### src/rtl/atan2pa_pkg.sv
// shared types, widths and fixed-point constants for the atan2 polynomial unit
`timescale 1ns / 1ps

package atan2pa_pkg;

    localparam int COORD_WIDTH        = 16;
    localparam int ANGLE_FRAC_BITS    = 13;
    localparam int ANGLE_WIDTH        = ANGLE_FRAC_BITS + 3;

    localparam int RATIO_WIDTH        = 16;
    localparam int DIV_BITS_PER_STAGE = 2;
    localparam int DIV_STAGES         = RATIO_WIDTH / DIV_BITS_PER_STAGE;

    localparam int SQ_WIDTH           = 2 * RATIO_WIDTH;
    localparam int P_WIDTH            = 32;
    localparam int HMUL_WIDTH         = P_WIDTH + SQ_WIDTH + 1;
    localparam int FMUL_WIDTH         = P_WIDTH + RATIO_WIDTH + 1;
    localparam int A_WIDTH            = 34;
    localparam int Q_FRAC             = 30;
    localparam int ANGLE_SHIFT        = Q_FRAC - ANGLE_FRAC_BITS;
    localparam int HORNER_STEPS       = 5;

    localparam logic [RATIO_WIDTH-1:0] RATIO_MAX = {RATIO_WIDTH{1'b1}};

    // decimal constants with nine fractional digits, scaled by 2^30, rounded to nearest
    localparam logic signed [63:0] Q_ONE   = 64'sd1073741824;
    localparam logic signed [63:0] Q_HALF  = 64'sd500000000;
    localparam logic signed [63:0] Q_DEC   = 64'sd1000000000;

    localparam logic signed [63:0] K_C5_Q  = (64'sd13480470 * Q_ONE + Q_HALF) / Q_DEC;
    localparam logic signed [63:0] K_C4_Q  = (64'sd57477314 * Q_ONE + Q_HALF) / Q_DEC;
    localparam logic signed [63:0] K_C3_Q  = (64'sd121239071 * Q_ONE + Q_HALF) / Q_DEC;
    localparam logic signed [63:0] K_C2_Q  = (64'sd195635925 * Q_ONE + Q_HALF) / Q_DEC;
    localparam logic signed [63:0] K_C1_Q  = (64'sd332994597 * Q_ONE + Q_HALF) / Q_DEC;
    localparam logic signed [63:0] K_C0_Q  = (64'sd999995630 * Q_ONE + Q_HALF) / Q_DEC;
    localparam logic signed [63:0] K_HPI_Q = (64'sd1570796327 * Q_ONE + Q_HALF) / Q_DEC;
    localparam logic signed [63:0] K_PI_Q  = (64'sd3141592654 * Q_ONE + Q_HALF) / Q_DEC;

    localparam logic signed [P_WIDTH-1:0] K_P_INIT  = P_WIDTH'(-K_C5_Q);
    localparam logic signed [A_WIDTH-1:0] K_HALF_PI = A_WIDTH'(K_HPI_Q);
    localparam logic signed [A_WIDTH-1:0] K_PI      = A_WIDTH'(K_PI_Q);

    localparam int ANGLE_LIMIT =
        int'((K_PI_Q + (64'sd1 <<< (ANGLE_SHIFT - 1))) >>> ANGLE_SHIFT);

    typedef struct packed {
        logic signed [COORD_WIDTH-1:0] coord_x;
        logic signed [COORD_WIDTH-1:0] coord_y;
    } t_in;

    typedef struct packed {
        logic signed [ANGLE_WIDTH-1:0] angle;
        logic                          both_zero;
    } t_out;

    typedef struct packed {
        logic zero;
        logic swap;
        logic xneg;
        logic yneg;
    } t_side;

    typedef struct packed {
        logic                   vld;
        t_side                  side;
        logic [RATIO_WIDTH-1:0] r;
    } t_ratio;

    typedef struct packed {
        logic                   vld;
        t_side                  side;
        logic [RATIO_WIDTH-1:0] r;
        logic [SQ_WIDTH-1:0]    s;
    } t_pctl;

    typedef struct packed {
        logic                        vld;
        t_side                       side;
        logic [RATIO_WIDTH-1:0]      r;
        logic signed [P_WIDTH-1:0]   p;
    } t_poly;

    // horner coefficients in order of use, signs applied
    function automatic logic signed [P_WIDTH-1:0] horner_coef(input int k);
        case (k)
            0:       horner_coef = P_WIDTH'(K_C4_Q);
            1:       horner_coef = P_WIDTH'(-K_C3_Q);
            2:       horner_coef = P_WIDTH'(K_C2_Q);
            3:       horner_coef = P_WIDTH'(-K_C1_Q);
            default: horner_coef = P_WIDTH'(K_C0_Q);
        endcase
    endfunction

endpackage

### src/rtl/atan2pa_div.sv
// magnitude, octant compare and pipelined restoring divider for the ratio
`timescale 1ns / 1ps

module atan2pa_div import atan2pa_pkg::*; (
    input  logic   i_clk,
    input  logic   i_rst_n,
    input  logic   i_en,
    input  logic   i_valid,
    input  t_in    i_data,
    output t_ratio o_ratio
);

    logic [COORD_WIDTH-1:0] ax;
    logic [COORD_WIDTH-1:0] ay;
    logic                   xneg;
    logic                   yneg;

    logic [COORD_WIDTH:0]   r_rem  [0:DIV_STAGES-1];
    logic [COORD_WIDTH-1:0] r_mx   [0:DIV_STAGES-1];
    logic [RATIO_WIDTH-1:0] r_q    [0:DIV_STAGES];
    logic                   r_eq   [0:DIV_STAGES];
    t_side                  r_side [0:DIV_STAGES];
    logic                   r_vld  [0:DIV_STAGES];

    always_comb begin
        xneg = i_data.coord_x[COORD_WIDTH-1];
        yneg = i_data.coord_y[COORD_WIDTH-1];
        ax   = xneg ? ($unsigned(~i_data.coord_x) + COORD_WIDTH'(1))
                    : $unsigned(i_data.coord_x);
        ay   = yneg ? ($unsigned(~i_data.coord_y) + COORD_WIDTH'(1))
                    : $unsigned(i_data.coord_y);
    end

    always_ff @(posedge i_clk) begin
        if (!i_rst_n) begin
            r_vld[0] <= 1'b0;
        end else if (i_en) begin
            r_vld[0] <= i_valid;
        end
    end

    always_ff @(posedge i_clk) begin
        if (i_en) begin
            r_mx[0]        <= (ax > ay) ? ax : ay;
            r_rem[0]       <= {1'b0, ((ax > ay) ? ay : ax)};
            r_q[0]         <= '0;
            r_eq[0]        <= (ax == ay);
            r_side[0].zero <= (ax == '0) && (ay == '0);
            r_side[0].swap <= (ay > ax);
            r_side[0].xneg <= xneg;
            r_side[0].yneg <= yneg;
        end
    end

    for (genvar i = 1; i <= DIV_STAGES; i++) begin : g_stage
        logic [COORD_WIDTH:0]   n_rem;
        logic [RATIO_WIDTH-1:0] n_q;

        always_comb begin
            n_rem = r_rem[i-1];
            n_q   = r_q[i-1];
            for (int j = 0; j < DIV_BITS_PER_STAGE; j++) begin
                n_rem = {n_rem[COORD_WIDTH-1:0], 1'b0};
                if (n_rem >= {1'b0, r_mx[i-1]}) begin
                    n_rem = n_rem - {1'b0, r_mx[i-1]};
                    n_q   = {n_q[RATIO_WIDTH-2:0], 1'b1};
                end else begin
                    n_q   = {n_q[RATIO_WIDTH-2:0], 1'b0};
                end
            end
        end

        always_ff @(posedge i_clk) begin
            if (!i_rst_n) begin
                r_vld[i] <= 1'b0;
            end else if (i_en) begin
                r_vld[i] <= r_vld[i-1];
            end
        end

        always_ff @(posedge i_clk) begin
            if (i_en) begin
                r_q[i]    <= n_q;
                r_eq[i]   <= r_eq[i-1];
                r_side[i] <= r_side[i-1];
            end
        end

        if (i < DIV_STAGES) begin : g_fwd
            always_ff @(posedge i_clk) begin
                if (i_en) begin
                    r_rem[i] <= n_rem;
                    r_mx[i]  <= r_mx[i-1];
                end
            end
        end
    end

    // equal magnitudes saturate the ratio
    always_comb begin
        o_ratio.vld  = r_vld[DIV_STAGES];
        o_ratio.side = r_side[DIV_STAGES];
        o_ratio.r    = r_eq[DIV_STAGES] ? RATIO_MAX : r_q[DIV_STAGES];
    end

endmodule

### config.mk
export PLATFORM = sky130hd
export DESIGN_NAME = atan2pa_div
export DESIGN_NICKNAME = d
export VERILOG_FILES = /design/src/rtl/atan2pa_pkg.sv /design/src/rtl/atan2pa_div.sv
export SDC_FILE = /design/constraint.sdc
export NUM_CORES = 1
export LEC_CHECK = 0
export BUFFER_PORTS_ARGS = -buffer_cell sky130_fd_sc_hd__buf_2
export CAP_MARGIN = 20
export CORE_MARGIN = 5
export CORE_UTILIZATION = 69
export DETAILED_ROUTE_END_ITERATION = 6
export GPL_TIMING_DRIVEN = 0
export MAX_ROUTING_LAYER = met4
export PLACE_DENSITY = 0.95
export SLEW_MARGIN = 20
export SYNTH_ARGS = -nofsm -noshare
export SYNTH_HDL_FRONTEND = slang
export SYNTH_SLANG_ARGS = --single-unit
### constraint.sdc
create_clock -name i_clk -period 8 [get_ports i_clk]
set_input_delay 1.2 -clock i_clk [delete_from_list [all_inputs] [get_ports i_clk]]
set_output_delay 1.2 -clock i_clk [all_outputs]
set_load 0.03 [all_outputs]
==> results.md <==
- Status: complete, no violations
- Hold crit path type: reg -> reg
- Reg-to-reg slack, setup: 1.65 ns
- CTS root buffer: clkbuf_16
- Post-CTS sizing: 0
- Initial antenna violation count: 0
- I/O pins: 57
- Worst Setup SP: r_mx[0][33]$_DFFE_PP_
- Asr flop ratio synth: 0
- Count of port buffers added during placement: 56
- Post-detail-place hpwl: 47.88 mm
- Mapped Cells: around 2500
- Finished Core Util: 0.7568
- Hold Startpoint: r_side[0][1]$_DFFE_PP_
- Clock sinks: around 380
- Slew of the pin with the lowest slew margin: 0.8370 ns
- Clock buffer count from CTS: 42
- Worst Reg-to-Reg Cells: 22
- Placeable Area: 38560 µm²
- Clk slew on worst S/H paths: 0.06 ns
- Final wirelength: 62.88 mm
- Final setup viols: 0
- Area of the multi-input gates: 14380 µm²
- Number of global-route vias before repair: between 15000 and 20000
- Startpoint types: register
- Largest net degree at the start of global routing: between 100 and 150
- FILL cells: between 2000 and 3000
- DR iter-0 viols: 1968
- Buf+Inv Stages, Crit Path: 4
- CTS tree: yes
- Max-slew violation count: 0
- Reg-to-Reg End: r_rem[0][65]$_DFFE_PP_
- Clock Tree Buf Depth: 3
- TritonRoute pass-1 iters: 5
- Worst path required time: 8.33 ns
- Distinct cells, synth: 85
- Vias: 20310
- Clock skew: 0.02935 ns
- Warnings from Yosys: 0
- First-pass GRT wire length: 100.6 mm
- Syn avg cell area: 10.57 µm²
- Achievable frequency: 157.4 MHz
- Clk_lat worst skew: between 0.5 and 0.6 ns
- Width of the die: 207.2 µm
- Post-synthesis sequential area ratio: 0.4270
- Routed vias/inst: 6.360
- CP Cell Sequence: inv_1 -> ha_1 -> nor2b_1 -> nor3_1 -> o21ai_1 -> a221o_1 -> o41ai_4 -> a22oi_1 -> buf_2 -> buf_2 -> and2_1 -> ha_1 -> nor2b_1 -> o2111ai_1 -> o21ai_0 -> o311ai_0 -> a21oi_1 -> o21a_1 -> o21ai_0 -> nand2_2 -> buf_2 -> mux2_2
- Flops & latches, synth: 382
- Fin. Hold Viols: 0
- Syn Std Cell Area: around 27000 µm²
- Post-synth EDFFs: between 300 and 400
- GP Congestion: 0.9520
- Tcrit/Tclk final: 0.7941
- Critical Path Most Common Cell: buf_2
- Die height: 207.2 µm
- RSZ-0062 raised after global routing: no
- Aggregate global routing overflow: 0
- Row count: 72
- Die area: 42940 µm²
- H-tree levels: 2
- Hold_buf cts: 0
- CP Capture Type: register
- WS Path Type: reg -> reg
- WP data arrival: about 6.7 ns
- CP max-delay cell: o311ai_0
- DRC Markers: 0
- CP Max Fanout: 10
- Fin nets: a little under 3000
- Hold depth: 0
- Starting Density: 0.6961
- Crit path time final: between 6 and 7 ns
- # Post-CTS Setup Buffers: 0
- # diodes: 0
- ANT nets after route: 0
- Fin Hold WS: a little over 0.4 ns
- CP delay by family, top: compound AO/OA/AOI/OAI gates
- Post-Syn Nets: 2850
- Total track usage: 0.2914
- Reg area: 11460 µm²
- Hold Path End: r_side[0][5]$_DFFE_PP_
- Max-cap violations: 0
- Share of layout cells above drive strength 1: 0.1249
- Ys flop type: edfxtp_1
- Slew HR: 0.4347
- R2r startpoint: r_mx[0][33]$_DFFE_PP_
- Routed len/inst: 19.69 µm
- Fin Setup TNS: 0 ns
- Max incr delay on CP: 0.53 ns
- Area Growth Syn to Fin: 8.722%
## cells in the final DEF (no fill, tap or decap), types with 29 or more instances in the layout
master	instances
a21o_1	70
a21oi_1	185
buf_2	65
clkbuf_1	37
clkbuf_16	42
edfxtp_1	381
ha_1	266
inv_1	206
mux2_2	145
nand2_1	145
nand2b_1	30
nand3_1	42
nand4_1	30
nor2_1	186
nor2b_1	29
nor3_1	50
o21a_1	37
o21ai_0	130
xnor2_1	137
xor2_1	75
## cell usage after synthesis, types with 37 or more instances
| cell | count | share of area |
|---|---|---|
| a21o_1 | 70 | 0.020 |
| a21oi_1 | 185 | 0.034 |
| edfxtp_1 | 381 | 0.43 |
| ha_1 | 266 | 0.12 |
| inv_1 | 206 | 0.029 |
| mux2_2 | 145 | 0.061 |
| nand2_1 | 145 | 0.020 |
| nand3_1 | 42 | 0.0078 |
| nor2_1 | 186 | 0.026 |
| nor3_1 | 50 | 0.0093 |
| o21a_1 | 37 | 0.010 |
| o21ai_0 | 130 | 0.024 |
| xnor2_1 | 137 | 0.045 |
| xor2_1 | 75 | 0.024 |
## state kept, by name, summed over array words and instances, names as in the netlist
| register | count |
|---|---|
| r_q | 72 |
| r_mx | 128 |
| r_vld | 9 |
| r_eq | 9 |
| r_side | 36 |
| r_rem | 128 |
## final cells by class
type	instances	area share
inverter	206	0.02650
sequential	382	0.3927
clock inverter	24	0.007932
clock buffer	52	0.03730
tap	518	0.02221
multi-input combinational	1905	0.4926
buffer	47	0.007889
timing repair buffer	59	0.01278
## stage by stage
stage / area [µm²] / worst slack [ns] / cells
floorplan: 26840 / 2.769 / 2540
global placement: 27770 / 0.2472 / 3114
detailed placement: 27860 / 1.820 / 3117
CTS: 29180 / 1.818 / 3193
global route: 29180 / 1.195 / 3193
finish: 29180 / 1.647 / 3193
## logic make-up (layout without fill, tap and decap cells)
| logic type | after synthesis | after routing | share of synthesized area |
|---|---|---|---|
| muxes | 175 | 175 | 0.07216 |
| DFF | 382 | 382 | 0.4270 |
| buffers and inverters | 253 | 388 | 0.03739 |
| AOI/OAI and AO/OA | 615 | 615 | 0.1487 |
| xor gates and xnor gates | 213 | 213 | 0.07020 |
| adders and majority gates | 274 | 274 | 0.1300 |
| and+or+nand+nor | 628 | 628 | 0.1146 |
## routing by layer
layer / GRT usage / up-vias / part of all wire / routed length (µm)
met1: 0.3777 / 9709 / 0.42 / 26240
met2: 0.4851 / 815 / 0.49 / 30660
li1: - / 9620 / - / -
met5: - / - / 0 / 0
met4: 0.09690 / 0 / 0.034 / 2158
met3: 0.03219 / 162 / 0.061 / 3824
## worst max-delay path by stage
stage                                   endpoint  cells past startpoint  slack, ns
final                     r_rem[0][65]$_DFFE_PP_                     22       1.65
after global routing      r_rem[0][65]$_DFFE_PP_                     22       1.20
after CTS                 r_rem[0][65]$_DFFE_PP_                     22       1.82
after detailed placement  r_rem[0][57]$_DFFE_PP_                     22       1.82
after global placement        r_vld[0]$_DFFE_PP_                      3       0.25
after floorplan           r_rem[0][57]$_DFFE_PP_                     20       2.77
Power is left out: the tool's default activity adds up to more than one toggle a clock period on the data nets, which glitch-free logic cannot reach.
