--- src/rtl/atan2pa_pkg.sv ---
// shared types, widths and fixed-point constants for the atan2 polynomial unit
`timescale 1ns / 1ps

package atan2pa_pkg;

    localparam int COORD_WIDTH        = 16;
    localparam int ANGLE_FRAC_BITS    = 13;
    localparam int ANGLE_WIDTH        = ANGLE_FRAC_BITS + 3;

    localparam int RATIO_WIDTH        = 16;
    localparam int DIV_BITS_PER_STAGE = 2;
    localparam int DIV_STAGES         = RATIO_WIDTH / DIV_BITS_PER_STAGE;

    localparam int SQ_WIDTH           = 2 * RATIO_WIDTH;
    localparam int P_WIDTH            = 32;
    localparam int HMUL_WIDTH         = P_WIDTH + SQ_WIDTH + 1;
    localparam int FMUL_WIDTH         = P_WIDTH + RATIO_WIDTH + 1;
    localparam int A_WIDTH            = 34;
    localparam int Q_FRAC             = 30;
    localparam int ANGLE_SHIFT        = Q_FRAC - ANGLE_FRAC_BITS;
    localparam int HORNER_STEPS       = 5;

    localparam logic [RATIO_WIDTH-1:0] RATIO_MAX = {RATIO_WIDTH{1'b1}};

    // decimal constants with nine fractional digits, scaled by 2^30, rounded to nearest
    localparam logic signed [63:0] Q_ONE   = 64'sd1073741824;
    localparam logic signed [63:0] Q_HALF  = 64'sd500000000;
    localparam logic signed [63:0] Q_DEC   = 64'sd1000000000;

    localparam logic signed [63:0] K_C5_Q  = (64'sd13480470 * Q_ONE + Q_HALF) / Q_DEC;
    localparam logic signed [63:0] K_C4_Q  = (64'sd57477314 * Q_ONE + Q_HALF) / Q_DEC;
    localparam logic signed [63:0] K_C3_Q  = (64'sd121239071 * Q_ONE + Q_HALF) / Q_DEC;
    localparam logic signed [63:0] K_C2_Q  = (64'sd195635925 * Q_ONE + Q_HALF) / Q_DEC;
    localparam logic signed [63:0] K_C1_Q  = (64'sd332994597 * Q_ONE + Q_HALF) / Q_DEC;
    localparam logic signed [63:0] K_C0_Q  = (64'sd999995630 * Q_ONE + Q_HALF) / Q_DEC;
    localparam logic signed [63:0] K_HPI_Q = (64'sd1570796327 * Q_ONE + Q_HALF) / Q_DEC;
    localparam logic signed [63:0] K_PI_Q  = (64'sd3141592654 * Q_ONE + Q_HALF) / Q_DEC;

    localparam logic signed [P_WIDTH-1:0] K_P_INIT  = P_WIDTH'(-K_C5_Q);
    localparam logic signed [A_WIDTH-1:0] K_HALF_PI = A_WIDTH'(K_HPI_Q);
    localparam logic signed [A_WIDTH-1:0] K_PI      = A_WIDTH'(K_PI_Q);

    localparam int ANGLE_LIMIT =
        int'((K_PI_Q + (64'sd1 <<< (ANGLE_SHIFT - 1))) >>> ANGLE_SHIFT);

    typedef struct packed {
        logic signed [COORD_WIDTH-1:0] coord_x;
        logic signed [COORD_WIDTH-1:0] coord_y;
    } t_in;

    typedef struct packed {
        logic signed [ANGLE_WIDTH-1:0] angle;
        logic                          both_zero;
    } t_out;

    typedef struct packed {
        logic zero;
        logic swap;
        logic xneg;
        logic yneg;
    } t_side;

    typedef struct packed {
        logic                   vld;
        t_side                  side;
        logic [RATIO_WIDTH-1:0] r;
    } t_ratio;

    typedef struct packed {
        logic                   vld;
        t_side                  side;
        logic [RATIO_WIDTH-1:0] r;
        logic [SQ_WIDTH-1:0]    s;
    } t_pctl;

    typedef struct packed {
        logic                        vld;
        t_side                       side;
        logic [RATIO_WIDTH-1:0]      r;
        logic signed [P_WIDTH-1:0]   p;
    } t_poly;

    // horner coefficients in order of use, signs applied
    function automatic logic signed [P_WIDTH-1:0] horner_coef(input int k);
        case (k)
            0:       horner_coef = P_WIDTH'(K_C4_Q);
            1:       horner_coef = P_WIDTH'(-K_C3_Q);
            2:       horner_coef = P_WIDTH'(K_C2_Q);
            3:       horner_coef = P_WIDTH'(-K_C1_Q);
            default: horner_coef = P_WIDTH'(K_C0_Q);
        endcase
    endfunction

endpackage

--- src/rtl/atan2pa_fix.sv ---
// final ratio product, octant corrections, output rounding and output register
`timescale 1ns / 1ps

module atan2pa_fix import atan2pa_pkg::*; (
    input  logic  i_clk,
    input  logic  i_rst_n,
    input  logic  i_en,
    input  t_poly i_poly,
    output logic  o_valid,
    output t_out  o_data
);

    logic                         r_m_vld;
    t_side                        r_m_side;
    logic signed [FMUL_WIDTH-1:0] r_m_prod;

    logic                         r_a_vld;
    t_side                        r_a_side;
    logic signed [A_WIDTH-1:0]    r_a1;

    logic                         r_b_vld;
    t_side                        r_b_side;
    logic signed [A_WIDTH-1:0]    r_a3;

    logic                         r_out_vld;
    t_out                         r_out;

    logic signed [FMUL_WIDTH-1:0] n_rnd;
    logic signed [A_WIDTH-1:0]    n_a;
    logic signed [A_WIDTH-1:0]    n_a1;
    logic signed [A_WIDTH-1:0]    n_term_a;
    logic signed [A_WIDTH-1:0]    n_term_pi;
    logic signed [A_WIDTH:0]      n_ang_rnd;

    always_comb begin
        n_rnd     = r_m_prod + (FMUL_WIDTH'(1) <<< (RATIO_WIDTH - 1));
        n_a       = A_WIDTH'($signed(n_rnd[RATIO_WIDTH+P_WIDTH-1:RATIO_WIDTH]));
        n_a1      = r_m_side.swap ? (K_HALF_PI - n_a) : n_a;
        // pi - a then negate, folded into one add
        n_term_a  = (r_a_side.xneg ^ r_a_side.yneg) ? -r_a1 : r_a1;
        n_term_pi = !r_a_side.xneg ? '0 : (r_a_side.yneg ? -K_PI : K_PI);
        n_ang_rnd = (A_WIDTH+1)'(r_a3) + ((A_WIDTH+1)'(1) <<< (ANGLE_SHIFT - 1));
    end

    always_ff @(posedge i_clk) begin
        if (!i_rst_n) begin
            r_m_vld   <= 1'b0;
            r_a_vld   <= 1'b0;
            r_b_vld   <= 1'b0;
            r_out_vld <= 1'b0;
        end else if (i_en) begin
            r_m_vld   <= i_poly.vld;
            r_a_vld   <= r_m_vld;
            r_b_vld   <= r_a_vld;
            r_out_vld <= r_b_vld;
        end
    end

    always_ff @(posedge i_clk) begin
        if (i_en) begin
            r_m_prod <= i_poly.p * $signed({1'b0, i_poly.r});
            r_m_side <= i_poly.side;
            r_a1     <= n_a1;
            r_a_side <= r_m_side;
            r_a3     <= n_term_a + n_term_pi;
            r_b_side <= r_a_side;
            if (r_b_side.zero) begin
                r_out.angle     <= '0;
                r_out.both_zero <= 1'b1;
            end else begin
                r_out.angle     <= $signed(n_ang_rnd[ANGLE_SHIFT+ANGLE_WIDTH-1:ANGLE_SHIFT]);
                r_out.both_zero <= 1'b0;
            end
        end
    end

    assign o_valid = r_out_vld;
    assign o_data  = r_out;

endmodule

--- config.mk ---
export PLATFORM = sky130hd
export DESIGN_NAME = atan2pa_fix
export DESIGN_NICKNAME = d
export VERILOG_FILES = /design/src/rtl/atan2pa_pkg.sv /design/src/rtl/atan2pa_fix.sv
export SDC_FILE = /design/constraint.sdc
export NUM_CORES = 2
export LEC_CHECK = 0
export ABC_AREA = 0
export BUFFER_PORTS_ARGS = -buffer_cell sky130_fd_sc_hd__buf_4
export CORE_UTILIZATION = 60
export CTS_CLUSTER_DIAMETER = 80
export CTS_CLUSTER_SIZE = 30
export DETAILED_ROUTE_END_ITERATION = 16
export PLACE_DENSITY_LB_ADDON = 0.08
export SLEW_MARGIN = 20
export SYNTH_ARGS = -nofsm -noshare
export SYNTH_HDL_FRONTEND = slang
export SYNTH_SLANG_ARGS = --single-unit
export TNS_END_PERCENT = 100
--- constraint.sdc ---
create_clock -name i_clk -period 13.81 [get_ports i_clk]
set_clock_uncertainty 0.05 [all_clocks]
set_input_delay 2.0715 -clock i_clk [delete_from_list [all_inputs] [get_ports i_clk]]
set_output_delay 2.0715 -clock i_clk [all_outputs]
set_load 0.02 [all_outputs]
==> PnR_summary.wiki <==
{| class="wikitable"
! Metric !! Value
|-
| Outcome || finished clean
|-
| Core Box Area || 0.0408 mm2
|-
| Remaining DRCs || 0
|-
| Post-CTS setup buffer count || 0
|-
| Placer Congestion || 0.907
|-
| Area overhead of the layout relative to synthesis || 4.28%
|-
| Die height || 206 um
|-
| Clock tree from TritonCTS || yes
|-
| Post-Syn Nets || approximately 3400
|-
| Count of H-tree levels built during CTS || 3
|-
| Global-route wire length before repair || just under 100 mm
|-
| Synthesized-area fraction occupied by adder cells || 46.3%
|-
| Max Slew Vio Count || 0
|-
| Share of the yosys chip area belonging to registers || 13.4%
|-
| Largest fanout on the critical path || 32
|-
| Relative max-transition margin || 35.3%
|-
| Crit. End Element || flip-flop
|-
| Multi-input gate area in the final layout || between 0.015 and 0.02 mm2
|-
| Dominant combinational cell family by area after synthesis || adder cells
|-
| Post-layout instance area || 0.0259 mm2
|-
| R2R setup slack || 8.96 ns
|-
| Maximum buffer depth of the clock tree || 2
|-
| Clock latency on the worst-skew pair || 0.36 ns
|-
| Routed length per placed instance || 18.4 um
|-
| Number of distinct standard cells referenced by the synthesized netlist || 90
|-
| Final setup violation count || 0
|-
| Mean number of vias per cell || 5.57
|-
| Reported max-cap violation count || 0
|-
| DIE WIDTH || between 200 and 250 um
|-
| Compound-Gate Fraction of Synth Area || 6.60%
|-
| Combined flip-flop and latch cell area || 0.00332 mm2
|-
| Number of buffers added on ports || 73
|-
| Synth Warn # || 0
|-
| Type of origin of the critical path || input port
|-
| Via Count || 17717
|-
| Count of pins on the block boundary || between 70 and 80
|-
| Required time reported for the critical path endpoint || 13.85 ns
|-
| GRT Overall Usage || between 20 and 30%
|-
| Clock Pin Slew Worst Setup and Hold Paths || 0.07 ns
|-
| Actual transition at the worst max-transition pin || ~0.97 ns
|-
| Die area || 0.0422 mm2
|-
| Signal arrival time at the worst endpoint || a little over 8 ns
|-
| Combined area of all synthesized cells || between 0.02 and 0.025 mm2
|-
| DRT antenna net count || 0
|-
| Setup WS pre-CTS || 5.27 ns
|-
| Total gr overflow || 0
|-
| Final-layout setup total negative slack || 0 ns
|-
| Num Clock Sinks || 112
|-
| Number of design-rule violations left by the first detailed-router iteration || around 1100
|-
| Number of synthesized flops with an enable pin || around 110
|-
| Gates resized, CTS repair || 0
|-
| DPL Wire Length || 46.2 mm
|-
| Multiplexer fraction of the synthesized cell area || less than 1%
|-
| Setup repair after global routing missed its margin || false
|-
| Layout cells sized above 1 || 5.21%
|-
| Simple-gate area share of the yosys netlist || 16.7%
|-
| Clock period minus final worst setup slack || just over 8 ns
|-
| Worst min-delay path category || flip-flop to flip-flop
|-
| Vias in the first global route || between 15000 and 20000
|-
| Post-detailed-placement cell area || approximately 0.026 mm2
|-
| Number of detailed-route iterations in the first pass || 5
|-
| # diodes || 0
|-
| Number of register bits inferred by synthesis || 112
|-
| Initial antenna violation count || 1
|-
| Setup WS post-layout || 5.60 ns
|-
| Count of endpoints failing hold in the final timing report || 0
|-
| Most used flip-flop cell after synthesis || sky130_fd_sc_hd__edfxtp_1
|-
| Nets || 3331
|-
| Count of filler cells inserted in the layout || 3465
|-
| Syn Inst Count || between 2000 and 3000
|-
| Post-cts hold buffer count || 0
|-
| Largest net degree at the start of global routing || 75
|-
| Average cell area after synthesis || 9.33 um2
|-
| CTS Buf Count || 9
|-
| Starting density of the core || about three fifths
|-
| Rows || 74
|-
| Highest attainable clock frequency || 122 MHz
|-
| Share of synthesized flip-flops with an asynchronous set or reset || 0%
|-
| Kind of critical path || input port to flip-flop
|-
| Fraction of the cycle the final worst path needs || 59.4%
|-
| CTS root buffer || sky130_fd_sc_hd__clkbuf_16
|-
| Post-synthesis share of cell area spent on xor and xnor gates || 5.93%
|-
| Total wirelength of the detailed-routed design || 58.5 mm
|}
-- critical path, stage by stage --
cell                        delay (ns)
sky130_fd_sc_hd__buf_4            0.37
sky130_fd_sc_hd__nand2_1          0.16
sky130_fd_sc_hd__fa_1             0.56
sky130_fd_sc_hd__inv_1            0.05
sky130_fd_sc_hd__fa_1             0.50
sky130_fd_sc_hd__inv_1            0.06
sky130_fd_sc_hd__fa_1             0.53
sky130_fd_sc_hd__inv_1            0.05
sky130_fd_sc_hd__fa_1             0.45
sky130_fd_sc_hd__fa_1             0.50
sky130_fd_sc_hd__inv_1            0.05
sky130_fd_sc_hd__fa_1             0.48
sky130_fd_sc_hd__inv_1            0.04
sky130_fd_sc_hd__ha_1             0.32
sky130_fd_sc_hd__inv_1            0.11
sky130_fd_sc_hd__o21bai_1         0.08
sky130_fd_sc_hd__a2111oi_0        0.59
sky130_fd_sc_hd__a21bo_2          0.28
sky130_fd_sc_hd__a21oi_1          0.09
sky130_fd_sc_hd__o2111ai_1        0.40
sky130_fd_sc_hd__o211ai_1         0.19
sky130_fd_sc_hd__a31oi_1          0.22
sky130_fd_sc_hd__xnor2_1          0.08
-- cell type report --
type / instances / area share [%]
Clock buffer: 11 / 0.898
Sequential cell: 112 / 12.8
Clock inverter: 5 / 0.222
Timing Repair Buffer: 77 / 2.23
Multi-Input combinational cell: 1858 / 72.8
Inverter: 586 / 8.49
Tap cell: 532 / 2.57
-- placed cells by master, fill, tap and decap left out, types with 18 or more instances in the layout --
cell	count
sky130_fd_sc_hd__nor2_1	72
sky130_fd_sc_hd__ha_1	149
sky130_fd_sc_hd__fa_1	482
sky130_fd_sc_hd__buf_4	77
sky130_fd_sc_hd__nand2_1	327
sky130_fd_sc_hd__a21o_1	23
sky130_fd_sc_hd__nand3_1	40
sky130_fd_sc_hd__nor3_1	24
sky130_fd_sc_hd__inv_1	586
sky130_fd_sc_hd__edfxtp_1	108
sky130_fd_sc_hd__nand4_1	18
sky130_fd_sc_hd__o21ai_0	36
sky130_fd_sc_hd__and2_1	240
sky130_fd_sc_hd__xnor2_1	90
sky130_fd_sc_hd__xor2_1	71
sky130_fd_sc_hd__a21oi_1	76
-- state kept, by name, summed over array words and instances (netlist names) --
signal    cells
r_m_side      4
o_valid       1
r_m_prod     33
r_a3         17
r_m_vld       1
r_b_vld       1
o_data       17
r_b_side      1
r_a1         33
r_a_side      3
r_a_vld       1
-- Yosys cell counts, drive strengths merged, types with 3 or more instances --
library cell,instances,area [um2]
xor2,73,654
fa,482,9650
clkbuf,92,345
nor3,32,206
inv,586,2200
o31a,3,26.3
dfxtp,4,80.1
and2,241,1510
ha,149,1860
nand3b,5,37.5
or3,8,50.1
o211ai,11,87.6
buf,17,124
o211a,4,40.0
nor2,72,270
xnor2,92,821
and3,19,126
mux2i,8,80.1
edfxtp,108,3240
o21ai,43,215
o21a,9,67.6
nand2,328,1230
a21oi,76,380
o22ai,3,31.3
nand4,19,134
a31oi,16,100
nor2b,8,50.1
o31ai,6,50.1
o2111ai,6,58.8
o221ai,3,32.5
a211oi,6,50.1
or2,5,31.3
a221oi,3,32.5
nand2b,9,56.3
nor4,6,65.1
and4,8,72.6
nand3,43,238
a22oi,3,27.5
o21bai,6,45.0
a21o,23,173
-- final timing paths --
kind | start | to | cells past startpoint
setup / recovery | i_poly[40] | r_m_prod[47] | 23
hold / removal | r_m_side[3] | r_a_side[3] | 0
setup reg to reg | r_a1[2] | r_a3[32] | 17
hold reg to reg | r_m_side[3] | r_a_side[3] | 0
-- cells by family (layout without fill, tap and decap cells) --
| group | after synthesis | after routing |
|---|---|---|
| adder cells (fa/ha/maj) | 631 | 631 |
| multiplexers | 9 | 9 |
| AO/OA/AOI/OAI | 244 | 244 |
| flip-flops | 112 | 112 |
| XOR/XNOR | 165 | 165 |
| AND/OR/NAND/NOR | 809 | 809 |
| buffers and inverters | 695 | 679 |
-- routing by layer --
metal / share of wire, % / vias up / global-route usage [%]
li1: - / 8098 / -
met1: 42 / 8933 / 39.4
met2: 48 / 586 / 49.9
met3: 7.1 / 98 / 4.55
met4: 2.3 / 2 / 8.17
met5: 0.022 / - / 0
-- stage by stage --
stage               std cells  utilization (%)  hold slack, ns
floorplan                2665                -           0.350
global placement         3165             62.8           0.353
detailed placement       3165             62.8           0.360
CTS                      3181             63.5           0.377
global route             3181             63.5           0.389
finish                   3181             63.5           0.379
Power is not shown: default switching activity piles up to over one toggle a cycle in this logic, so the estimate is an artifact.
